--- config.mk ---
export PLATFORM = sky130hd
export DESIGN_NAME = throttle_frame_receiver
export DESIGN_NICKNAME = d
export VERILOG_FILES = /design/src/sv/tfr_pkg.sv /design/src/sv/throttle_frame_receiver.sv
export SDC_FILE = /design/constraint.sdc
export NUM_CORES = 1
export LEC_CHECK = 0
export ABC_AREA = 1
export BUFFER_PORTS_ARGS = -buffer_cell sky130_fd_sc_hd__buf_2
export CORE_MARGIN = 3
export CORE_UTILIZATION = 28
export DETAILED_ROUTE_END_ITERATION = 8
export PLACE_DENSITY_LB_ADDON = 0.3
export SYNTH_ARGS = -nofsm -noshare
export SYNTH_HDL_FRONTEND = slang
export SYNTH_SLANG_ARGS = --single-unit
--- constraint.sdc ---
create_clock -name i_clk -period 12.1 [get_ports i_clk]
set_input_delay 1.21 -clock i_clk [delete_from_list [all_inputs] [get_ports i_clk]]
set_output_delay 1.21 -clock i_clk [all_outputs]
set_load 0.01 [all_outputs]
--- src/sv/tfr_pkg.sv ---
// Package for the throttle frame receiver: item kinds, register indexes,
// character codes and position mapping constants. No dependencies.
`default_nettype none

package tfr_pkg;

    localparam int TIME_BITS_DEF = 32;

    localparam int CFG_IDX_W  = 2;
    localparam int CFG_DATA_W = 16;
    localparam int STEP_W     = 7;
    localparam int DIGIT_W    = 10;
    localparam int POS_W      = 8;

    typedef enum logic [1:0] {
        KIND_BYTE    = 2'd0,
        KIND_TICK    = 2'd1,
        KIND_PRESS   = 2'd2,
        KIND_RELEASE = 2'd3
    } t_kind;

    typedef enum logic [CFG_IDX_W-1:0] {
        CFG_TIMEOUT     = 2'd0,
        CFG_PRESS_LIMIT = 2'd1,
        CFG_MAX_STEP    = 2'd2
    } t_cfg_reg;

    localparam logic [7:0] CHR_S = 8'h53;
    localparam logic [7:0] CHR_E = 8'h45;
    localparam logic [7:0] CHR_0 = 8'h30;
    localparam logic [7:0] CHR_9 = 8'h39;

    localparam logic [DIGIT_W-1:0] DIGIT_SAT = 10'd1000;
    localparam logic [POS_W-1:0]   POS_MIN   = 8'd90;
    localparam logic [POS_W-1:0]   POS_MAX   = 8'd180;

    localparam logic [15:0]       TIMEOUT_RST  = 16'd1000;
    localparam logic [15:0]       PRESS_RST    = 16'd2000;
    localparam logic [STEP_W-1:0] MAX_STEP_RST = 7'd20;

    // (v-1)*90/999 == ((v-1) * RECIP_MUL) >> RECIP_SHIFT for v-1 in 0..999
    localparam int RECIP_SHIFT = 20;
    localparam logic [16:0] RECIP_MUL = 17'd94470;
    localparam int PROD_W = DIGIT_W + 17;

    typedef struct packed {
        logic             step_held;
        logic             frame_done;
        logic             relay_on;
        logic             motor_power;
        logic [POS_W-1:0] servo_position;
    } t_result;

endpackage

`default_nettype wire

--- src/sv/throttle_frame_receiver.sv ---
// Throttle frame receiver top level: input register, single-pass update of
// frame, timer and power state, and result register. Depends on tfr_pkg.
`default_nettype none

// Takes one request per cycle (byte, millisecond tick, hall press, hall release) and
// returns exactly one result per request; requests stream back to back at one per
// clock, and the block stalls only while the result register is full and not taken.
// Each result carries the servo position (90..180), motor power, relay level, a flag
// for a completed 'S'..'E' frame and the jump-filter hold flag. Registers are written
// through the cfg channel (index 0 timeout, 1 press limit, 2 max step); the user must
// do so only while no request is in flight, which the block does not enforce. Time
// counters are TIME_BITS wide and wrap.
module throttle_frame_receiver #(
    parameter int TIME_BITS = tfr_pkg::TIME_BITS_DEF
) (
    input  wire logic        i_clk,
    input  wire logic        i_rst_n,
    input  wire logic        s_axis_tvalid,
    output logic             s_axis_tready,
    input  wire logic [7:0]  s_axis_tdata,   // [7:0] rx_byte
    input  wire logic [1:0]  s_axis_tuser,   // [1:0] kind
    output logic             m_axis_tvalid,
    input  wire logic        m_axis_tready,
    output logic [15:0]      m_axis_tdata,   // [7:0] servo_position, [8] motor_power,
                                             // [9] relay_on, [10] frame_done,
                                             // [11] step_held, [15:12] zero
    input  wire logic        i_cfg_valid,
    output logic             o_cfg_ready,
    input  wire logic [tfr_pkg::CFG_IDX_W-1:0]  i_cfg_index,
    input  wire logic [tfr_pkg::CFG_DATA_W-1:0] i_cfg_data
);

    logic                           r_in_vld;
    tfr_pkg::t_kind                 r_kind;
    logic [7:0]                     r_byte;
    logic                           r_out_vld;
    tfr_pkg::t_result               r_res;

    logic [15:0]                    r_timeout;
    logic [15:0]                    r_limit;
    logic [tfr_pkg::STEP_W-1:0]     r_max_step;

    logic [TIME_BITS-1:0]           r_now,   n_now;
    logic [TIME_BITS-1:0]           r_last,  n_last;
    logic [TIME_BITS-1:0]           r_press, n_press;
    logic [tfr_pkg::DIGIT_W-1:0]    r_digit, n_digit;
    logic [tfr_pkg::POS_W-1:0]      r_servo, n_servo;
    logic                           r_hold,  n_hold;
    logic                           r_power, n_power;
    logic                           r_relay, n_relay;
    tfr_pkg::t_result               n_res;

    logic                           w_out_free;
    logic                           w_advance;
    logic [TIME_BITS-1:0]           w_now_inc;
    logic [TIME_BITS-1:0]           w_idle;
    logic [TIME_BITS-1:0]           w_press_len;
    logic [13:0]                    w_acc;
    logic [tfr_pkg::DIGIT_W-1:0]    w_vm1;
    logic [tfr_pkg::PROD_W-1:0]     w_prod;
    logic [tfr_pkg::POS_W-1:0]      w_map;
    logic                           w_is_digit;

    assign w_out_free    = !r_out_vld || m_axis_tready;
    assign w_advance     = r_in_vld && w_out_free;
    assign s_axis_tready = !r_in_vld || w_out_free;
    assign o_cfg_ready   = 1'b1;
    assign m_axis_tvalid = r_out_vld;
    assign m_axis_tdata  = {4'b0000, r_res};

    assign w_now_inc   = r_now + TIME_BITS'(1);
    assign w_idle      = w_now_inc - r_last;
    assign w_press_len = r_now - r_press;
    assign w_is_digit  = (r_byte >= tfr_pkg::CHR_0) && (r_byte <= tfr_pkg::CHR_9);
    assign w_acc       = 14'(r_digit) * 14'd10 + 14'(r_byte[3:0]);
    assign w_vm1       = r_digit - tfr_pkg::DIGIT_W'(1);
    assign w_prod      = tfr_pkg::PROD_W'(w_vm1) * tfr_pkg::PROD_W'(tfr_pkg::RECIP_MUL);
    assign w_map       = (r_digit == '0) ? tfr_pkg::POS_MIN
                       : tfr_pkg::POS_W'(w_prod[tfr_pkg::RECIP_SHIFT +: 7]) + tfr_pkg::POS_MIN;

    always_comb begin
        logic                       f_en;
        logic                       done;
        logic [tfr_pkg::POS_W-1:0]  f_target;
        logic [tfr_pkg::POS_W-1:0]  diff;
        f_en     = 1'b0;
        done     = 1'b0;
        f_target = tfr_pkg::POS_MIN;
        n_now    = r_now;
        n_last   = r_last;
        n_press  = r_press;
        n_digit  = r_digit;
        n_servo  = r_servo;
        n_hold   = r_hold;
        n_power  = r_power;
        n_relay  = r_relay;

        case (r_kind)
            tfr_pkg::KIND_BYTE: begin
                if (r_power) begin
                    if (r_byte == tfr_pkg::CHR_S) begin
                        n_digit = '0;
                    end else if (w_is_digit) begin
                        n_digit = (w_acc > 14'(tfr_pkg::DIGIT_SAT)) ? tfr_pkg::DIGIT_SAT
                                                                   : w_acc[9:0];
                    end else if (r_byte == tfr_pkg::CHR_E) begin
                        f_en     = 1'b1;
                        f_target = w_map;
                        n_digit  = '0;
                        n_last   = r_now;
                        done     = 1'b1;
                    end
                end
            end
            tfr_pkg::KIND_TICK: begin
                n_now = w_now_inc;
                if (r_power && (w_idle > TIME_BITS'(r_timeout))) begin
                    f_en = 1'b1;
                end
            end
            tfr_pkg::KIND_PRESS: begin
                n_press = r_now;
            end
            default: begin
                if (w_press_len > TIME_BITS'(r_limit)) begin
                    n_power = !r_power;
                    n_relay = !r_power;
                end
            end
        endcase

        diff = (r_servo > f_target) ? r_servo - f_target : f_target - r_servo;
        if (f_en) begin
            if ((diff > tfr_pkg::POS_W'(r_max_step)) && !r_hold) begin
                n_hold = 1'b1;
            end else begin
                n_hold  = 1'b0;
                n_servo = f_target;
            end
        end

        n_res.servo_position = n_servo;
        n_res.motor_power    = n_power;
        n_res.relay_on       = n_relay;
        n_res.frame_done     = done;
        n_res.step_held      = n_hold;
    end

    always_ff @(posedge i_clk) begin
        if (!i_rst_n) begin
            r_in_vld   <= 1'b0;
            r_out_vld  <= 1'b0;
            r_timeout  <= tfr_pkg::TIMEOUT_RST;
            r_limit    <= tfr_pkg::PRESS_RST;
            r_max_step <= tfr_pkg::MAX_STEP_RST;
            r_now      <= '0;
            r_last     <= '0;
            r_press    <= '0;
            r_digit    <= '0;
            r_servo    <= tfr_pkg::POS_MIN;
            r_hold     <= 1'b0;
            r_power    <= 1'b1;
            r_relay    <= 1'b0;
        end else begin
            if (s_axis_tready) begin
                r_in_vld <= s_axis_tvalid;
            end
            if (w_out_free) begin
                r_out_vld <= r_in_vld;
            end
            if (i_cfg_valid) begin
                unique case (tfr_pkg::t_cfg_reg'(i_cfg_index))
                    tfr_pkg::CFG_TIMEOUT:     r_timeout  <= i_cfg_data;
                    tfr_pkg::CFG_PRESS_LIMIT: r_limit    <= i_cfg_data;
                    tfr_pkg::CFG_MAX_STEP:    r_max_step <= i_cfg_data[tfr_pkg::STEP_W-1:0];
                    default: ;
                endcase
            end
            if (w_advance) begin
                r_now   <= n_now;
                r_last  <= n_last;
                r_press <= n_press;
                r_digit <= n_digit;
                r_servo <= n_servo;
                r_hold  <= n_hold;
                r_power <= n_power;
                r_relay <= n_relay;
            end
        end
    end

    always_ff @(posedge i_clk) begin
        if (s_axis_tready && s_axis_tvalid) begin
            r_kind <= tfr_pkg::t_kind'(s_axis_tuser);
            r_byte <= s_axis_tdata;
        end
        if (w_advance) begin
            r_res <= n_res;
        end
    end

    a_servo_range: assert property (@(posedge i_clk) disable iff (!i_rst_n)
        (r_servo >= tfr_pkg::POS_MIN) && (r_servo <= tfr_pkg::POS_MAX))
        else $error("servo position out of range");

    a_done_needs_power: assert property (@(posedge i_clk) disable iff (!i_rst_n)
        (r_out_vld && r_res.frame_done) |-> r_res.motor_power)
        else $error("frame completed with motor power off");

    a_hold_keeps_pos: assert property (@(posedge i_clk) disable iff (!i_rst_n)
        $rose(r_hold) |-> $stable(r_servo))
        else $error("position moved while hold was set");

    a_relay_follows: assert property (@(posedge i_clk) disable iff (!i_rst_n)
        (r_relay != $past(r_relay)) |-> (r_relay == r_power))
        else $error("relay changed without following power");

endmodule

`default_nettype wire

* Word-level counts from Yosys, hierarchy flattened
Cells that the tools add are included.
** Word-level totals
- Register bits after elaboration :: 180
- Input port bits :: 33
- Word-level logic and storage cells :: 93
** Cells by class
- Add/subtract/negate cells :: 8
- Multiply operators :: 2
- Order comparisons :: 7
- Equal/unequal tests :: 6
- Muxes and demuxes :: 25
- Bitwise gates (word level) :: 2
- Reduce and logical (&&, ||, !) cells :: 23
** Operator list (number)
- $mux 8 :: 9
- $gt 32x16->1 :: 2
- $sub 32x32->32 :: 2
- $mux 10 :: 4
- $add 32x1->32 const B :: 1
- $mul 10x16->26 const B :: 1
- $eq 8x7->1 const B :: 2
- $sub 8x8->8 :: 2
- $add 14x4->14 :: 1
- $gt 14x10->1 const B :: 1
- $mul 10x3->13 const B :: 1
- $mux 1 :: 11
- $logic_not 10->1 :: 1
- $reduce_and 2->1 :: 5
- $sub 10x1->10 const B :: 1
- $add 7x7->8 const B :: 1
- $ge 8x6->1 const B :: 1
- $gt 8x7->1 :: 1
- $gt 8x8->1 :: 1
- $le 8x6->1 const B :: 1
- $reduce_and 6->1 :: 1
- $logic_and 1x1->1 :: 5
- $eq 2x1->1 const B :: 2
- $eq 2x2->1 const B :: 2
- 8 further kinds :: 14

* Logic depth before layout (Yosys ltp)
Gate-level depths: netlist of run 1.
- Depth after elaboration :: 15
- Depth in mapped cells :: 59
- Depth with buffers taken out :: 59

* Worst setup path after synthesis of run 1
OpenSTA, ideal clock, no wires.
- Path type :: flip-flop to flip-flop
- From :: reg r_digit[0] (netlist name)
- To :: reg r_res, in the netlist m_axis_tdata[6], data pin
- Library setup time :: 255 ps
- Arrival time :: 8125 ps
- Path slack :: 3720 ps
- Cell stages (with the launch flop) :: 50
- Clock period less this slack :: 8380 ps
- Cell sequence :: dfxtp_1 -> inv_1 -> ha_1 -> nand2_1 -> nor2_1 -> nand2_1 -> nor3_1 -> inv_1 -> nand2_1 -> nand2_1 -> fa_1 -> fa_1 -> inv_1 -> fa_1 -> inv_1 -> ha_1 -> ha_1 -> ha_1 -> (+14 left out) -> inv_1 -> nor3_1 -> inv_1 -> o211ai_1 -> nand2_2 -> inv_1 -> o21ai_0 -> o221ai_1 -> xor2_1 -> inv_1 -> ha_1 -> inv_1 -> o32ai_1 -> nand3_1 -> nand2_1 -> buf_6 -> nand3_1 -> and2_1
** RTL lines
- start, declared :: line throttle_frame_receiver.sv:46 : logic [tfr_pkg::DIGIT_W-1:0] r_digit, n_digit;
- start signal, assigned :: line throttle_frame_receiver.sv:183 : r_digit <= n_digit;
- end signal, assigned :: line throttle_frame_receiver.sv:198 : r_res <= n_res;
- end, declared :: line throttle_frame_receiver.sv:37 : tfr_pkg::t_result r_res;

* Worst setup path after layout of run 1
- From :: reg r_digit[0] (netlist name)
- To :: reg r_servo[0] (netlist name)
** On the way
- Cells in the longest elaborated chain, start to end :: 15
** Ends and longest elaborated chain
- $sub 10x1->10 :: line throttle_frame_receiver.sv:76 : assign w_vm1 = r_digit - tfr_pkg::DIGIT_W'(1);
- $mul 10x16->26 :: line throttle_frame_receiver.sv:77 : assign w_prod = tfr_pkg::PROD_W'(w_vm1) * tfr_pkg::PROD_W'(tfr_pkg::RECIP_MUL);
- $add 7x7->8 :: line throttle_frame_receiver.sv:79 : : tfr_pkg::POS_W'(w_prod[tfr_pkg::RECIP_SHIFT +: 7]) + tfr_pkg::POS_MIN;
- $mux 8 (*) :: line throttle_frame_receiver.sv:78 : assign w_map = (r_digit == '0) ? tfr_pkg::POS_MIN
- $mux 8 (*) :: line throttle_frame_receiver.sv:106 : end else if (r_byte == tfr_pkg::CHR_E) begin
- $mux 8 (*) :: line throttle_frame_receiver.sv:103 : end else if (w_is_digit) begin
- $mux 8 (*) :: line throttle_frame_receiver.sv:101 : if (r_byte == tfr_pkg::CHR_S) begin
- $mux 8 (*) :: line throttle_frame_receiver.sv:100 : if (r_power) begin
- $mux 8 (*) :: line throttle_frame_receiver.sv:98 : case (r_kind)
- $sub 8x8->8 / $gt 8x8->1 (equally long branches) :: line throttle_frame_receiver.sv:132 : diff = (r_servo > f_target) ? r_servo - f_target : f_target - r_servo;
- $mux 8 :: line throttle_frame_receiver.sv:132
- $gt 8x7->1 :: line throttle_frame_receiver.sv:134 : if ((diff > tfr_pkg::POS_W'(r_max_step)) && !r_hold) begin
- $logic_and 1x1->1 :: line throttle_frame_receiver.sv:134
- $mux 8 (*) :: line throttle_frame_receiver.sv:134
- $mux 8 (*) :: line throttle_frame_receiver.sv:133 : if (f_en) begin
- end signal, assigned :: line throttle_frame_receiver.sv:160 : r_servo <= tfr_pkg::POS_MIN;
- end signal, assigned :: line throttle_frame_receiver.sv:184 : r_servo <= n_servo;
- end, declared :: line throttle_frame_receiver.sv:47 : logic [tfr_pkg::POS_W-1:0] r_servo, n_servo;
Mark *: on every way between the ends. The rest lies on a longest branch, timed or not.
A chain may end at the register's enable or synchronous reset.

==> impl_metrics.tcl, run 1 <==
set metrics [dict create \
    cts_buffer_depth 2 \
    insertion_delay_ps 450 \
    fin_cells 3383 \
    ant_nets 0 \
    cts_sinks 180 \
    slew_violations 0 \
    status "complete, no violations" \
    syn_avg_cell_area_sq_um 6.58 \
    async_reset_ff_frac 0 \
    grt_pass1_vias 14800 \
    cellLeakagePower_nw 9.54 \
    wl_per_cell_um 14.0 \
    gr-total-overflow 0 \
    initial_core_util 0.285 \
    grt_max_degree 71 \
    grt_pass1_wl_mm 77.0 \
    synthMuxAreaShare 0.00118 \
    crit_required_ps 12450 \
    rsz0062_at_grt "false" \
    ios 52 \
    postSynthCellCount 2570 \
    synth_top_family_by_area "simple AND/OR/NAND/NOR gates" \
    routabilityCongestion 0.880 \
    setup_slack_ps 2400 \
    relSlewSlack 0.242 \
    cts-htree-levels 4 \
    fin_crit_ps 9700 \
    setup_viol 0 \
    cp-end-kind "flop" \
    cts_setup_buffers 0 \
    cts-root-buf "clkbuf_16" \
    final_nets 2881 \
    post_synth_xor_area_fraction 0.0440 \
    crit_type "flop to flop" \
    drtIter0Drc 901 \
    tritoncts "done" \
    routed-via-count 15700 \
    dp.cells 3352 \
    num-fill-cells 6569 \
    tightestPinTransition_ps 1120 \
    finalCritPeriodShare 0.801 \
    cts_hold_buf 0 \
    multi_input_area_sq_um 11000 \
    hp-class "flop to flop" \
    die-area_sq_um 63400 \
    synthAdderAreaFrac 0.197 \
    dp_slack_ps 2340 \
    synth_area_sq_um 16900 \
    cts_buffers 17 \
    cpMaxStageDelayCell "fa_1" \
    fp.dieH_um 252 \
    path_max_fanout 11 \
    synth_cell_types 49 \
    die_x_um 252 \
    fin_worst_skew_ps 15.4 \
    setup_tns_ps 0 \
    power_density_nw_per_um2 96.7 \
    dr.pass1.iters 5 \
    fin_hold_ws_ps 459 \
    synth-simple-area-share 0.262 \
    hold_violations 0 \
    fmax_mhz 103 \
    portBuffers 46 \
    ys_ff_latch 180 \
    synth_ff_type "dfxtp_1" \
    fin_util 0.312 \
    cp_slowest_stage_delay_ps 550 \
    start_kind "flop" \
    yosysWarnings 0 \
    cts.clk_slew.worst_paths_ps 70 \
    cts_resized 0 \
    insertedDiodeCount 0 \
    rows 89 \
    fp.coreArea_sq_um 59400 \
    ys_seq_area_frac 0.226 \
    detailed_place_hpwl_mm 39.7 \
    syn_to_final_growth_pct 9.44 \
    peakVddDrop_v 0.000108 \
    synth-edff-count 22 \
    routed_wl_mm 47.5 \
    cp.arrival_ps 10050 \
    seq_area_sq_um 3820 \
    layout-drive-gt1-share 0.0452 \
    track_usage 0.150 \
    viasPerCell 4.63 \
    antenna_found_initial 0 \
    drc_errors 0 \
    drv_cap 0 \
    synth_compound_area_frac 0.147 \
]
==> flip-flops by register name, summed over array words and instances (netlist names), 2 cells and up <==
register,cells
r_servo,8
r_timeout,16
r_last,32
r_byte,8
r_limit,16
r_digit,10
r_max_step,7
r_now,32
m_axis_tdata,12
r_kind,2
r_press,32
==> placed cells by master, fill, tap and decap left out, drive strengths merged, types with 39 or more instances in the layout <==
master	count
buf	53
nand3	129
o21ai	185
nand2	626
ha	222
nand4	39
xor2	66
a21oi	253
inv	496
dfxtp	158
nor2	178
==> final timing paths <==
kind / start / end / slack [ps] / cells after the start
max: r_digit[0]$_SDFFE_PN0P_ / r_servo[0]$_SDFFE_PN0P_ / 2400 / 52
min: r_press[30]$_SDFFE_PN0P_ / r_press[30]$_SDFFE_PN0P_ / 460 / 2
max reg2reg: r_digit[0]$_SDFFE_PN0P_ / r_servo[0]$_SDFFE_PN0P_ / 2400 / 52
min reg2reg: r_press[30]$_SDFFE_PN0P_ / r_press[30]$_SDFFE_PN0P_ / 460 / 2
==> metrics by stage <==
step / cell area (sq um) / power [W]
global placement: 18000 / 0.00127
floorplan: 16900 / 0.00111
global route: 18500 / 0.00193
finish: 18500 / 0.00179
CTS: 18500 / 0.00180
detailed placement: 18000 / 0.00127
==> cells in the mapped netlist (2+ instances only) <==
library cell  number  share of area
a21oi_1          253          0.075
inv_1            489           0.11
o21bai_1           6         0.0027
nor3_4             3         0.0029
a211oi_1           2        0.00089
xnor2_1           19         0.0098
nand3_2            5         0.0030
o211ai_1          16         0.0071
nand3b_1           9         0.0040
dfxtp_1          158           0.19
ha_1             222           0.16
nor2_1           173          0.038
nor3b_1            2        0.00089
edfxtp_1          22          0.039
nor4_1             8         0.0030
nor3_1            31         0.0092
a31oi_1            3         0.0011
fa_1              28          0.033
nor2_2             4         0.0015
nand4_1           39          0.014
and2_1             3         0.0011
nand2_8            2         0.0024
nand2_1          609           0.14
nand2_2           14         0.0052
or2_2              3         0.0011
o21ai_0          181          0.054
inv_2              3        0.00067
conb_1             2        0.00044
buf_6              2         0.0013
a21o_1             3         0.0013
clkbuf_1          40         0.0089
o21a_1             2        0.00089
nand3_1          124          0.037
xor2_1            66          0.034
o311ai_0           2         0.0010
mux2i_1            2         0.0012
o21ai_1            4         0.0012
buf_4              5         0.0022
==> layer usage <==
layer,track usage,up-vias,share of wire
met4,0.0308,0,0.012
met2,0.256,250,0.46
met5,0,-,0
met3,0.0171,33,0.034
met1,0.206,7066,0.49
li1,-,8310,-
==> layout make-up <==
type                       instances  share of cell area
inverter                         493               0.100
tap                              773              0.0523
clock buffer                      25              0.0263
clock inverter                     6             0.00243
sequential                       180               0.207
timing repair buffer              53              0.0154
multi-input combinational       1853               0.597
==> power breakdown <==
| part | switching, W | internal [W] | leakage, nW |
|---|---|---|---|
| sequential | 0.0000176 | 0.000627 | 1.49 |
| clock | 0.000246 | 0.000281 | 0.254 |
| combinational | 0.000410 | 0.000207 | 7.80 |
==> logic make-up after synthesis <==
group / after synthesis
and+or+nand+nor: 1034
adders and majority gates: 250
DFF: 180
other: 2
xor gates and xnor gates: 85
AOI/OAI and AO/OA: 477
buffers and inverters: 540
muxes: 2
==> worst max-delay path, delay by kind of cell, from the launching register on <==
family	cells	cell delay (ps)
AOI/OAI and AO/OA	5	1020
buffers and inverters	12	990
adders and majority gates	9	3360
and+or+nand+nor	24	3250
xor gates and xnor gates	2	550
DFF	1	440
No activity file was read; power rests on OpenSTA's default activity.
==> inputs of run 2 (changes only) <==
- ABC_AREA: 1 -> 0
- clock period: 12.1 -> 8.3 ns (I/O delays scaled with it)
==> impl_metrics.tcl, run 2 <==
set metrics [dict create \
    peakVddDrop_v 0.000163 \
    synthMuxAreaShare 0.0219 \
    synth-edff-count 22 \
    grt_max_degree 70 \
    dp.cells 2893 \
    finalCritPeriodShare 1.09 \
    setup_viol 18 \
    most-common-layout-cells "nand2_1, ha_1, a21oi_1" \
    gr-total-overflow 0 \
    cp-end-kind "flop" \
    cts-htree-levels 4 \
    track_usage 0.151 \
    grt_pass1_wl_mm 74.2 \
    fp.dieH_um 247 \
    initial_core_util 0.285 \
    synth_top_area_frac 0.195 \
    antenna_found_initial 0 \
    ios 52 \
    power_density_nw_per_um2 99.1 \
    detailed_place_hpwl_mm 35.6 \
    crit_required_ps 8530 \
    fin_util 0.337 \
    final_common_cell "nand2_1" \
    setup_slack_ps -763 \
    postSynthCellCount 2074 \
    die-area_sq_um 60800 \
    cts_sinks 180 \
    routabilityCongestion 0.920 \
    portBuffers 46 \
    drv_cap 0 \
    synth_compound_area_frac 0.190 \
    routed_wl_mm 45.4 \
    reg_top3 "r_last (32), r_now (32), r_press (32)" \
    synthTopCellsByCount "nand2_1, ha_1, a21oi_1, inv_1, dfxtp_1" \
    fin_hold_ws_ps 451 \
    netlist_top_cells_area "dfxtp_1, ha_1, nand2_1" \
    synth_area_sq_um 16200 \
    synth_most_common_cell "nand2_1" \
    p_sw_frac 0.278 \
    layout-drive-gt1-share 0.143 \
    dp_slack_ps -1020 \
    synthAdderAreaFrac 0.206 \
    critPathMostFrequentCell "ha_4" \
    synth_top_family_by_area "adder cells" \
    postLayoutCellArea_sq_um 19100 \
    cts_buffer_depth 2 \
    cp.arrival_ps 9290 \
    yosysWarnings 0 \
    syn_avg_cell_area_sq_um 7.82 \
    async_reset_ff_frac 0 \
    cellLeakagePower_nw 8.30 \
    fin_crit_ps 9060 \
    relSlewSlack 0.351 \
    post_synth_xor_area_fraction 0.0712 \
    slew_violations 0 \
    fin_cells 2938 \
    status "finished, violations left" \
    start_kind "flop" \
    violations "setup timing" \
    viasPerCell 4.93 \
    drc_errors 0 \
    die_x_um 247 \
    final_nets 2452 \
    cp_slowest_stage_delay_ps 570 \
    insertedDiodeCount 0 \
    p_clk_frac 0.436 \
    dr.pass1.iters 5 \
    cpMaxStageDelayCell "fa_1" \
    cts-root-buf "clkbuf_16" \
    cts.clk_slew.worst_paths_ps 70 \
    switchingPower_w 0.000527 \
    hold_violations 0 \
    synth-simple-area-share 0.202 \
    insertion_delay_ps 480 \
    rows 87 \
    tightestPinTransition_ps 960 \
    fin_worst_skew_ps 16.7 \
    crit_type "flop to flop" \
    rsz0062_at_grt "true" \
    fmax_mhz 110 \
    p_comb_frac 0.089 \
    fp.coreArea_sq_um 56800 \
    yosysTopAreaCell "dfxtp_1" \
    place_area_sq_um 18100 \
    cts_buffers 17 \
    tritoncts "done" \
    ys_seq_area_frac 0.236 \
    syn_to_final_growth_pct 18.0 \
    path_max_fanout 7 \
    wl_per_cell_um 15.4 \
    synth_ff_type "dfxtp_1" \
    seq_power_share 0.475 \
    grt_pass1_vias 14400 \
    ys_ff_latch 180 \
    hp-class "flop to flop" \
    synth_cell_types 95 \
    ant_nets 0 \
    p_int_w 0.00137 \
    routed-via-count 14500 \
    drtIter0Drc 743 \
]
==> run 2: cell types whose count changed after synthesis, moves of 36 or more <==
cell	before	now
xnor2_1	19	64
inv_1	489	204
o21ai_0	181	68
nor2_1	173	111
nand2_1	609	311
a21o_1	3	39
nand3_1	124	44
a21oi_1	253	205
==> run 2: area by class of cell <==
type | count | area, sq um
Multi-Input combinational cell | 1597 | 11800
Clock inverter | 13 | 135
Fill cell | 6002 | 37700
Timing Repair Buffer | 168 | 1190
Tap cell | 756 | 946
Inverter | 205 | 772
Sequential cell | 180 | 3830
Clock buffer | 19 | 443
==> run 2: cells by family after synthesis <==
logic type,Yosys count
other,2
buffers and inverters,300
and+or+nand+nor,688
xor gates and xnor gates,131
adders and majority gates,250
DFF,180
AOI/OAI and AO/OA,489
muxes,34
==> run 2: worst paths after layout <==
kind / cells after the start / to / slack, ps / startpoint
setup / recovery: 39 / m_axis_tdata[7]$_DFFE_PP_ / -760 / r_digit[3]$_SDFFE_PN0P_
hold / removal: 2 / r_last[16]$_SDFFE_PN0P_ / 450 / r_last[16]$_SDFFE_PN0P_
hold reg to reg: 2 / r_last[16]$_SDFFE_PN0P_ / 450 / r_last[16]$_SDFFE_PN0P_
setup reg to reg: 39 / m_axis_tdata[7]$_DFFE_PP_ / -760 / r_digit[3]$_SDFFE_PN0P_
==> run 2: worst max-delay path: cells and delay by family (launching register included) <==
kind	cells	cell delay (ps)
buffers and inverters	4	390
muxes	2	570
adders and majority gates	8	2510
xor gates and xnor gates	3	420
DFF	1	320
and+or+nand+nor	11	2560
AOI/OAI and AO/OA	11	2020
==> run 2: power groups by stage <==
stage          Combinational [W]  Clock, W  Sequential (W)
2_1_floorplan           0.000101         0        0.000919
3_3_place_gp            0.000157         0        0.000921
5_1_grt                 0.000187  0.000886        0.000902
4_1_cts                 0.000168  0.000858        0.000901
3_5_place_dp            0.000160         0        0.000921
6_report                0.000169  0.000827        0.000901
==> run 2: routing by layer <==
metal | part of all wire | routed length [um] | track usage
met5 | 0 | 0 | 0
met4 | 0.024 | 1070 | 0.0508
met3 | 0.034 | 1530 | 0.0230
met2 | 0.48 | 21700 | 0.257
met1 | 0.46 | 21100 | 0.194
==> run 2: stage by stage <==
step                      total power, W  setup TNS [ps]
after global routing             0.00198          -19410
after CTS                        0.00193          -12650
after floorplan                  0.00102           -8380
final                            0.00190          -12220
after global placement           0.00108          -11490
after detailed placement         0.00108          -16640
==> run 2: timing repair <==
item                                    4_1_cts  5_1_grt
cloned                                        1        0
gates resized for setup                      40       28
setup buffers                                 5        7
hold endpoints to repair                      0        0
pin swaps                                    13       20
hold buffers                                  0        0
endpoints found under the setup margin       18       18
